### config.mk
export PLATFORM = sky130hd
export DESIGN_NAME = per_bank_activation_hot_tracker
export DESIGN_NICKNAME = d
export VERILOG_FILES = /design/src/rtl/core/pbaht_pkg.sv /design/src/rtl/core/pbaht_ram.sv /design/src/rtl/core/per_bank_activation_hot_tracker.sv
export VERILOG_INCLUDE_DIRS = /design/src /design/src/rtl/core
export SDC_FILE = /design/constraint.sdc
export NUM_CORES = 2
export LEC_CHECK = 0
export BUFFER_PORTS_ARGS = -buffer_cell sky130_fd_sc_hd__buf_2
export CAP_MARGIN = 5
export CORE_ASPECT_RATIO = 1.4
export CORE_MARGIN = 1.5
export CORE_UTILIZATION = 45
export DETAILED_ROUTE_END_ITERATION = 8
export GPL_TIMING_DRIVEN = 0
export HOLD_SLACK_MARGIN = 0.1
export PLACE_DENSITY = 0.67
export SETUP_SLACK_MARGIN = 0.05
export SYNTH_ARGS = -nofsm -noshare
export SYNTH_HDL_FRONTEND = slang
export SYNTH_MEMORY_MAX_BITS = 65536
export SYNTH_SLANG_ARGS = --single-unit
### constraint.sdc
create_clock -name clk -period 36.1 [get_ports clk]
set_clock_uncertainty 0.15 [all_clocks]
set_input_delay 9.025 -clock clk [delete_from_list [all_inputs] [get_ports clk]]
set_output_delay 9.025 -clock clk [all_outputs]
set_load 0.005 [all_outputs]
### src/rtl/core/per_bank_activation_hot_tracker_assert.svh
// Assertion macros shared by the activation tracker RTL.
// Each macro expects signals named clk and rst in the including scope.
`ifndef PER_BANK_ACTIVATION_HOT_TRACKER_ASSERT_SVH
`define PER_BANK_ACTIVATION_HOT_TRACKER_ASSERT_SVH

// Same-cycle implication, checked outside reset.
`define PBAHT_ASSERT_IMPLIES(label, ante, cons, msg) \
  label: assert property (@(posedge clk) disable iff (rst) (ante) |-> (cons)) else $error(msg);

// Next-cycle implication, checked outside reset.
`define PBAHT_ASSERT_NEXT(label, ante, cons, msg) \
  label: assert property (@(posedge clk) disable iff (rst) (ante) |=> (cons)) else $error(msg);

`endif

### src/rtl/core/pbaht_pkg.sv
// Package for the per-bank activation hot tracker.
// Holds word types, register indexes and default sizes; no dependencies.
`timescale 1ns / 1ps

package pbaht_pkg;

  // Default sizing of the bank counter store.
  localparam int DEF_MAX_RANKS           = 4;
  localparam int DEF_MAX_GROUPS          = 8;
  localparam int DEF_MAX_BANKS_PER_GROUP = 4;
  localparam int DEF_COUNTER_WIDTH       = 32;

  // Width used for the global bank index and the bank count.
  localparam int GIDX_W = 13;

  // Configuration port widths.
  localparam int CFG_INDEX_W = 3;
  localparam int CFG_DATA_W  = 32;

  // Configuration register indexes.
  typedef enum logic [CFG_INDEX_W-1:0] {
    CFG_HOT_THRESHOLD = 3'd0,
    CFG_RANKS         = 3'd1,
    CFG_GROUPS        = 3'd2,
    CFG_BANKS         = 3'd3
  } cfg_reg_t;

  // One issued command.
  typedef struct packed {
    logic       request_valid;
    logic       opens_row;
    logic       is_row_scope;
    logic [1:0] rank_index;
    logic [2:0] group_index;
    logic [1:0] bank_index;
  } req_word_t;

  // One tracker result.
  typedef struct packed {
    logic        counted;
    logic [31:0] total_opens;
    logic [31:0] bank_opens;
    logic        new_hot_event;
    logic        bank_is_hot;
    logic [7:0]  hot_event_total;
  } rsp_word_t;

endpackage

### src/rtl/core/pbaht_ram.sv
// Generic single-write, single-read synchronous RAM with registered read data.
// No dependencies; read returns the old contents on a same-address write.
`timescale 1ns / 1ps

module pbaht_ram #(
  parameter int WIDTH = 33,
  parameter int DEPTH = 128,
  parameter int ADDR_W = (DEPTH > 1) ? $clog2(DEPTH) : 1
) (
  input  logic              clk,
  input  logic              we,
  input  logic [ADDR_W-1:0] waddr,
  input  logic [WIDTH-1:0]  wdata,
  input  logic              re,
  input  logic [ADDR_W-1:0] raddr,
  output logic [WIDTH-1:0]  rdata
);

  logic [WIDTH-1:0] mem [DEPTH];

  // Write port and registered read port.
  always_ff @(posedge clk) begin
    if (we) begin
      mem[waddr] <= wdata;
    end
    if (re) begin
      rdata <= mem[raddr];
    end
  end

endmodule

### src/rtl/core/per_bank_activation_hot_tracker.sv
// Per-bank row activation tracker: an accepted word passes the counter RAM read, the update
// stage behind it and the result register; one word per cycle is sustained while the result
// side does not stall. Reset (rst, synchronous) clears the per-entry valid bits and totals and
// sets the configuration to its defaults at once, so no clearing pass runs. A configuration
// write applies to every word accepted after it.
`timescale 1ns / 1ps
`include "per_bank_activation_hot_tracker_assert.svh"

module per_bank_activation_hot_tracker #(
  parameter int MAX_RANKS           = pbaht_pkg::DEF_MAX_RANKS,
  parameter int MAX_GROUPS          = pbaht_pkg::DEF_MAX_GROUPS,
  parameter int MAX_BANKS_PER_GROUP = pbaht_pkg::DEF_MAX_BANKS_PER_GROUP,
  parameter int COUNTER_WIDTH       = pbaht_pkg::DEF_COUNTER_WIDTH
) (
  input  logic                                clk,
  input  logic                                rst,
  input  logic                                cfg_write,
  input  logic [pbaht_pkg::CFG_INDEX_W-1:0]   cfg_index,
  input  logic [pbaht_pkg::CFG_DATA_W-1:0]    cfg_data,
  input  logic                                req_valid,
  output logic                                req_stall,
  input  pbaht_pkg::req_word_t                req_word,
  output logic                                rsp_valid,
  input  logic                                rsp_stall,
  output pbaht_pkg::rsp_word_t                rsp_word
);

  import pbaht_pkg::*;

  localparam int DEPTH  = MAX_RANKS * MAX_GROUPS * MAX_BANKS_PER_GROUP;
  localparam int ADDR_W = (DEPTH > 1) ? $clog2(DEPTH) : 1;
  localparam int CW     = COUNTER_WIDTH;
  localparam int WORD_W = CW + 1;
  localparam logic [CW-1:0] CNT_MAX = {CW{1'b1}};

  // Configuration registers and derived bank geometry.
  logic [31:0]       hot_threshold;
  logic [2:0]        ranks_in_use;
  logic [3:0]        groups_in_use;
  logic [2:0]        banks_per_group_in_use;
  logic [6:0]        per_rank;
  logic [GIDX_W-1:0] bank_count;

  // Update stage, bypass and totals.
  logic              s1_valid;
  logic              s1_act;
  logic              s1_in_range;
  logic [ADDR_W-1:0] s1_idx;
  logic              byp_hit;
  logic [WORD_W-1:0] byp_data;
  logic [DEPTH-1:0]  entry_valid;
  logic [CW-1:0]     open_total;
  logic [CW-1:0]     open_total_next;
  logic [7:0]        hot_total;
  logic [7:0]        hot_total_next;

  logic              s1_go;
  logic              req_accept;
  logic [GIDX_W-1:0] req_gidx;
  logic              req_in_range;
  logic [ADDR_W-1:0] req_idx;
  logic              req_act;

  logic [WORD_W-1:0] ram_rdata;
  logic [WORD_W-1:0] ram_wdata;
  logic              ram_we;
  logic [WORD_W-1:0] entry;
  logic [CW-1:0]     cnt_new;
  logic              thr_hit;
  logic              hot_new;
  logic [63:0]       cnt_ext;
  logic [63:0]       total_ext;

  // Configuration writes; unknown indexes are ignored.
  always_ff @(posedge clk) begin
    if (rst) begin
      hot_threshold          <= '0;
      ranks_in_use           <= 3'd4;
      groups_in_use          <= 4'd8;
      banks_per_group_in_use <= 3'd4;
    end else if (cfg_write) begin
      unique case (cfg_index)
        CFG_HOT_THRESHOLD: hot_threshold          <= cfg_data[31:0];
        CFG_RANKS:         ranks_in_use           <= cfg_data[2:0];
        CFG_GROUPS:        groups_in_use          <= cfg_data[3:0];
        CFG_BANKS:         banks_per_group_in_use <= cfg_data[2:0];
        default: begin
        end
      endcase
    end
  end

  // Bank geometry follows the registers directly, so a write reaches the next word.
  always_comb begin
    per_rank   = 7'(groups_in_use * banks_per_group_in_use);
    bank_count = GIDX_W'(ranks_in_use) * GIDX_W'(per_rank);
  end

  // Handshake and global bank index of the incoming word.
  assign s1_go      = !rsp_valid || !rsp_stall;
  assign req_stall  = s1_valid && !s1_go;
  assign req_accept = req_valid && !req_stall;
  assign req_act    = req_word.request_valid && req_word.opens_row && req_word.is_row_scope;
  assign req_gidx   = GIDX_W'(req_word.rank_index) * GIDX_W'(per_rank)
                    + GIDX_W'(req_word.group_index) * GIDX_W'(banks_per_group_in_use)
                    + GIDX_W'(req_word.bank_index);
  assign req_in_range = (req_gidx < bank_count) && (req_gidx < GIDX_W'(DEPTH));
  assign req_idx      = req_gidx[ADDR_W-1:0];

  // Counter store: {hot flag, count} per bank.
  pbaht_ram #(
    .WIDTH (WORD_W),
    .DEPTH (DEPTH),
    .ADDR_W(ADDR_W)
  ) u_store (
    .clk  (clk),
    .we   (ram_we),
    .waddr(s1_idx),
    .wdata(ram_wdata),
    .re   (req_accept),
    .raddr(req_idx),
    .rdata(ram_rdata)
  );

  // Update stage: pick the current entry, forwarding a write that raced the read.
  always_comb begin
    if (byp_hit) begin
      entry = byp_data;
    end else if (entry_valid[s1_idx]) begin
      entry = ram_rdata;
    end else begin
      entry = '0;
    end
    cnt_new   = (entry[CW-1:0] == CNT_MAX) ? CNT_MAX : entry[CW-1:0] + 1'b1;
    thr_hit   = (hot_threshold != '0) && !entry[CW] && (64'(cnt_new) >= 64'(hot_threshold));
    hot_new   = entry[CW] || thr_hit;
    ram_wdata = {hot_new, cnt_new};
    ram_we    = s1_valid && s1_go && s1_act && s1_in_range;

    open_total_next = open_total;
    if (s1_act && open_total != CNT_MAX) begin
      open_total_next = open_total + 1'b1;
    end
    hot_total_next = hot_total;
    if (s1_act && s1_in_range && thr_hit && hot_total != 8'hFF) begin
      hot_total_next = hot_total + 8'd1;
    end
    cnt_ext   = 64'(cnt_new);
    total_ext = 64'(open_total_next);
  end

  // Stage registers, bypass capture and valid bits.
  always_ff @(posedge clk) begin
    if (rst) begin
      s1_valid    <= 1'b0;
      entry_valid <= '0;
      open_total  <= '0;
      hot_total   <= '0;
    end else begin
      s1_valid <= req_accept || (s1_valid && !s1_go);
      if (ram_we) begin
        entry_valid[s1_idx] <= 1'b1;
      end
      if (s1_valid && s1_go) begin
        open_total <= open_total_next;
        hot_total  <= hot_total_next;
      end
    end
  end

  always_ff @(posedge clk) begin
    if (req_accept) begin
      s1_act      <= req_act;
      s1_in_range <= req_in_range;
      s1_idx      <= req_idx;
      byp_hit     <= ram_we && (req_idx == s1_idx);
      byp_data    <= ram_wdata;
    end
  end

  // Result register.
  always_ff @(posedge clk) begin
    if (rst) begin
      rsp_valid <= 1'b0;
    end else begin
      rsp_valid <= (s1_valid && s1_go) || (rsp_valid && rsp_stall);
    end
  end

  always_ff @(posedge clk) begin
    if (s1_valid && s1_go) begin
      rsp_word.counted         <= s1_act && s1_in_range;
      rsp_word.total_opens     <= total_ext[31:0];
      rsp_word.bank_opens      <= (s1_act && s1_in_range) ? cnt_ext[31:0] : 32'd0;
      rsp_word.new_hot_event   <= s1_act && s1_in_range && thr_hit;
      rsp_word.bank_is_hot     <= s1_act && s1_in_range && hot_new;
      rsp_word.hot_event_total <= hot_total_next;
    end
  end

  // Checks on the update logic.
  `PBAHT_ASSERT_IMPLIES(a_hot_event_marks_bank, rsp_valid && rsp_word.new_hot_event, rsp_word.bank_is_hot && rsp_word.counted, "hot event without counted hot bank")
  `PBAHT_ASSERT_IMPLIES(a_uncounted_is_clear, rsp_valid && !rsp_word.counted, rsp_word.bank_opens == 32'd0 && !rsp_word.bank_is_hot && !rsp_word.new_hot_event, "uncounted word carries bank data")
  `PBAHT_ASSERT_IMPLIES(a_write_on_advance, ram_we, s1_valid && s1_go && s1_in_range, "store written without an advancing counted word")
  `PBAHT_ASSERT_NEXT(a_hot_total_grows, 1'b1, hot_total >= $past(hot_total), "hot event total decreased")

endmodule

---- Yosys cells after proc, flatten, opt, wreduce, memory -nomap -nowiden ----
Memories as Yosys holds them, arrays and structs flattened. A register that Yosys moved wholly into a read port is not among the register bits.
Index checks and enable logic that the tools add are counted.
W data, S select, Z words.
word-level totals
  register bits ........................... 330
  input port bits ......................... 50
  memory bits (writable) .................. 4,224
  memories kept ........................... 1
  output and inout bits ................... 77
  word-level logic and storage cells ...... 87
memories
  name         words  bits a word  rd ports  clocked after memory_dff  write ports  line             RTL
  u_store.mem  128    33           1         1                         1            pbaht_ram.sv:19  logic [WIDTH-1:0] mem [DEPTH];
operators by class
  equality and inequality tests ........... 7
  bitwise operators ....................... 1
  multiplexer cells ....................... 11
  magnitude comparators ................... 5
  reduce and logical (&&, ||, !) cells .... 33
  add/sub/neg operators ................... 5
  multipliers ............................. 4
operator list
  cell                     number
  $or A128 B128 Y128       1
  $mux W33                 2
  $add A32 B1 Y32 const B  2
  $mux W32                 2
  $eq A32 B32 Y1 const B   1
  $ge A32 B32 Y1           1
  $ne A32 B32 Y1 const B   1
  $reduce_bool A32 Y1      1
  $logic_and A1 B1 Y1      18
  $add A10 B2 Y11          1
  $lt A11 B10 Y1           1
  $lt A11 B8 Y1 const B    1
  $add A9 B6 Y10           1
  $mul A3 B7 Y10           1
  $mul A2 B7 Y9            1
  $add A8 B1 Y8 const B    1
  $lt A7 B8 Y1 const B     1
  $mux W8                  1
  $ne A8 B8 Y1 const B     1
  $reduce_and A2 Y1        4
  $bmux W1 S7              1
  $demux W1 S7             1
  $eq A7 B7 Y1             1
  $ge A7 B1 Y1 const B     1
  8 further kinds          19

---- Longest topological paths before layout ----
  depth in word-level cells ............... 11
  mapped depth ............................ 34
  mapped depth without buffers ............ 25

---- Modules after synthesis ----
A second synthesis with hierarchy kept.
unflattened totals
  cells, all modules ...................... 8,032
  area total of the unflattened synthesis .. 178,576.3 um^2
by module, submodules not included
  module                           times used  area an instance (um^2)  cells an instance  sequential area each (um^2)
  pbaht_ram                        1           161,461.1                6,171              127,832.6
  per_bank_activation_hot_tracker  1           17,115.2                 1,861              7,787.5

---- Worst setup path after synthesis ----
Ideal clock, no wire load.
  path type ............................... input to output
  from .................................... input rsp_stall
  to ...................................... output req_stall
  buffers on the path ..................... 0
  setup slack ............................. 17.721 ns
  stages .................................. 1
  required time ........................... 26.925 ns
  arrival time ............................ 9.204 ns
  cell sequence ........................... and3_1
between the ends
  word-level cells in the longest chain between the ends .. 4
ends and longest elaborated chain
  element              line                                    RTL
  start: declaration   per_bank_activation_hot_tracker.sv:24   input logic rsp_stall,
  $logic_not A1 Y1     per_bank_activation_hot_tracker.sv:100  assign s1_go = !rsp_valid || !rsp_stall;
  $logic_or A1 B1 Y1   per_bank_activation_hot_tracker.sv:100
  $logic_not A1 Y1     per_bank_activation_hot_tracker.sv:101  assign req_stall = s1_valid && !s1_go;
  $logic_and A1 B1 Y1  per_bank_activation_hot_tracker.sv:101
  end: declaration     per_bank_activation_hot_tracker.sv:21   output logic req_stall,
No other way between the ends.

---- Final worst setup path ----
Same ends and word-level chain as after synthesis.

==> results_dict.tcl <==
set metrics [dict create \
    outcome "finished, final reports clean" \
    setup_viol 0 \
    hp-class "reg -> reg" \
    power_density_nw_per_um2 56.9 \
    min_period_over_period 0.517 \
    hold_viol_final 0 \
    synth_area_leader_cell "edfxtp_1" \
    cts.path.max_buffers 4 \
    cts_buffers 389 \
    fp.dieH_um 747 \
    post_cts_buffers 0 \
    grt_max_degree 99 \
    crit_path_cell_trace "buf_2, and3_1, buf_2" \
    ant_nets 0 \
    cap_violations 0 \
    die_area_um2 399000 \
    worstMarginPinSlew_ns 1.48 \
    rsz0062_at_grt "false" \
    highest_layer "met5" \
    arrival_ns 9.50 \
    clock_latency_ns 0.96 \
    vdd_ir_drop_max_mv 0.0368 \
    hold_buffers 0 \
    fin_tns_setup_ns 0 \
    initial_core_util 0.451 \
    place.gp.congestion 0.946 \
    synth_edf_count 4375 \
    period_needed_ns 18.68 \
    cts_tree "built" \
    synth.distinct_cells 78 \
    relSlewSlack 0.0141 \
    ys_warn_count 0 \
    drt_pass1_iterations 5 \
    drive_gt1_frac 0.291 \
    num_rows 273 \
    holdWs_ns 0.322 \
    antenna_found_initial 60 \
    wl_met2_um 244000 \
    drc 0 \
    netlist_area_um2 178000 \
    worstPathMaxFanout 3 \
    syn_inst 7867 \
    finalNetCount 8719 \
    maxSlewViolCount 0 \
    cpMostUsedCell "buf_2" \
    cp.required_ns 26.92 \
    wl_met1_um 164000 \
    synth-seq-cells 4587 \
    start_kind "primary input" \
    end_kind "output port" \
    critPathMaxStageDelay_ns 0.24 \
    wl_um 467000 \
    mappedNetlistNets 8006 \
    nFillCells 30000 \
    port_buffers 125 \
    ys_seq_area_frac 0.763 \
    clk_pin_slew_worst_paths_ns 0.06 \
    track_usage 0.232 \
    met3_length_um 35900 \
    synthTopCellsByArea "edfxtp_1 (74%), mux4_2 (18%), dfxtp_1 (2.4%)" \
    synth_area_per_cell_um2 22.6 \
    h-tree-depth 5 \
    wl_per_cell_um 33.0 \
    grt_pass1_vias 87600 \
    grt_remaining_overflow 0 \
    synthFlopType "edfxtp_1" \
    clock-sinks 4587 \
    area_delta_synth_final_pct 14.4 \
    via_per_inst 6.06 \
    root_buffer "clkbuf_16" \
    drtIter0Drc 10500 \
    io_pins 127 \
    setup.worst_path.class "in -> out" \
    synth_top_area_frac 0.739 \
    ctsResizeCount 0 \
    via_count 85800 \
    crit_path_top_delay_cell "and3_1" \
    die_w_um 534 \
    grt_pass1_wl_um 654000 \
    max_freq_ghz 0.0535 \
    fp.coreArea_um2 394000 \
    power.leakage_uw 0.0634 \
    dpl.hpwl_um 324000 \
    synthArstFlopShare 0 \
]
## area by class of cell
class | count | area, um2 | area share
plain buffers | 400 | 1640 | 0.00807
inverters | 79 | 299 | 0.00147
well taps | 5225 | 6540 | 0.0321
repair buffers | 322 | 5030 | 0.0247
clock inverters | 237 | 2390 | 0.0117
flip-flops and latches | 4587 | 136000 | 0.666
clock buffers | 478 | 10300 | 0.0508
multi-input cells | 2801 | 41600 | 0.204
diodes | 38 | 95.1 | 0.000467
## worst paths after layout
| check | startpoint | end | slack (ns) | cells past startpoint |
|---|---|---|---|---|
| max | rsp_stall | req_stall | 17.42 | 3 |
| min | entry_valid[20]$_SDFFE_PP0P_ | entry_valid[20]$_SDFFE_PP0P_ | 0.32 | 2 |
| max reg2reg | s1_idx[2]$_DFFE_PP_ | u_store.mem[110][32]$_DFFE_PP_ | 25.21 | 31 |
| min reg2reg | entry_valid[20]$_SDFFE_PP0P_ | entry_valid[20]$_SDFFE_PP0P_ | 0.32 | 2 |
## state kept, by name, indices dropped and copies added, names as in the netlist, 3 cells and up
name / flops
banks_per_group_in_use: 3
byp_data: 33
entry_valid: 128
groups_in_use: 4
hot_threshold: 32
hot_total: 8
open_total: 32
ranks_in_use: 3
rsp_word: 75
s1_idx: 7
u_store.mem: 4224
u_store.rdata: 33
## cells in the mapped netlist (all sizes together), types with 4 or more instances
master / count
fa: 19
or4: 4
mux2i: 27
ha: 70
xor2: 57
and3: 27
nor2: 440
or3: 21
o21ba: 15
nor2b: 26
dfxtp: 212
nand2b: 16
o21bai: 5
nor3: 13
nand4: 22
and2: 28
a22o: 9
inv: 78
nor4: 11
a22oi: 27
or2: 5
a21oi: 105
edfxtp: 4375
nand3: 66
xnor2: 51
nand2: 190
buf: 117
a21o: 17
mux2: 35
a31oi: 11
clkbuf: 282
mux4: 1413
o21ai: 23
a32oi: 7
## per-layer routing
| layer | up-vias | global-route usage |
|---|---|---|
| met5 | - | 0 |
| met4 | 12 | 0.106 |
| met3 | 804 | 0.0371 |
| met2 | 4217 | 0.407 |
| met1 | 46200 | 0.281 |
| li1 | 34600 | - |
## cell usage in the layout, fill, tap and decap left out, drive strengths merged, types with 15 or more instances in the layout
cell type     n
mux2         35
inv          83
xor2         57
mux2i        27
nand4        22
or3          21
clkinvlp     22
bufinv       45
clkbuf      760
a21o         17
ha           70
nor2        440
nand2       190
nand2b       16
a22oi        27
o21ba        15
diode        38
fa           19
xnor2        51
edfxtp     4375
a21oi       105
buf         439
nor2b        26
mux4       1413
and2         28
dfxtp       212
clkinv      166
o21ai        23
and3         27
nand3        66
## stage by stage
stage                      util  total power (uW)  area [um2]  worst slack (ns)  cells
final                     0.516             11600      204000             17.42  14200
after global routing      0.516             11900      203000             17.40  14200
after CTS                 0.516             11600      203000             17.42  14100
after detailed placement  0.484              7430      191000             17.42  13400
after global placement    0.469              7420      185000             12.92  13200
after floorplan               -              6860      178000             17.72   7867
## cells by family after synthesis
logic type / Yosys count / synth area share
flops: 4587 / 0.763
mux: 1475 / 0.183
simple gates: 885 / 0.0222
buf+inv: 479 / 0.0106
compound gates: 244 / 0.00923
xor+xnor: 108 / 0.00532
fa+ha+maj: 89 / 0.00706
## report_power, final
part           switching [uW]  leakage, uW  internal, uW
clock network            1890      0.00620          2360
registers                20.8       0.0416          6070
logic                     840       0.0156           401
## critical path, delay by kind of cell
kind                   cells  cell delay [ns]
buffers and inverters      2             0.23
AND/OR/NAND/NOR            1             0.24
Power figures use the tool's default switching activity.
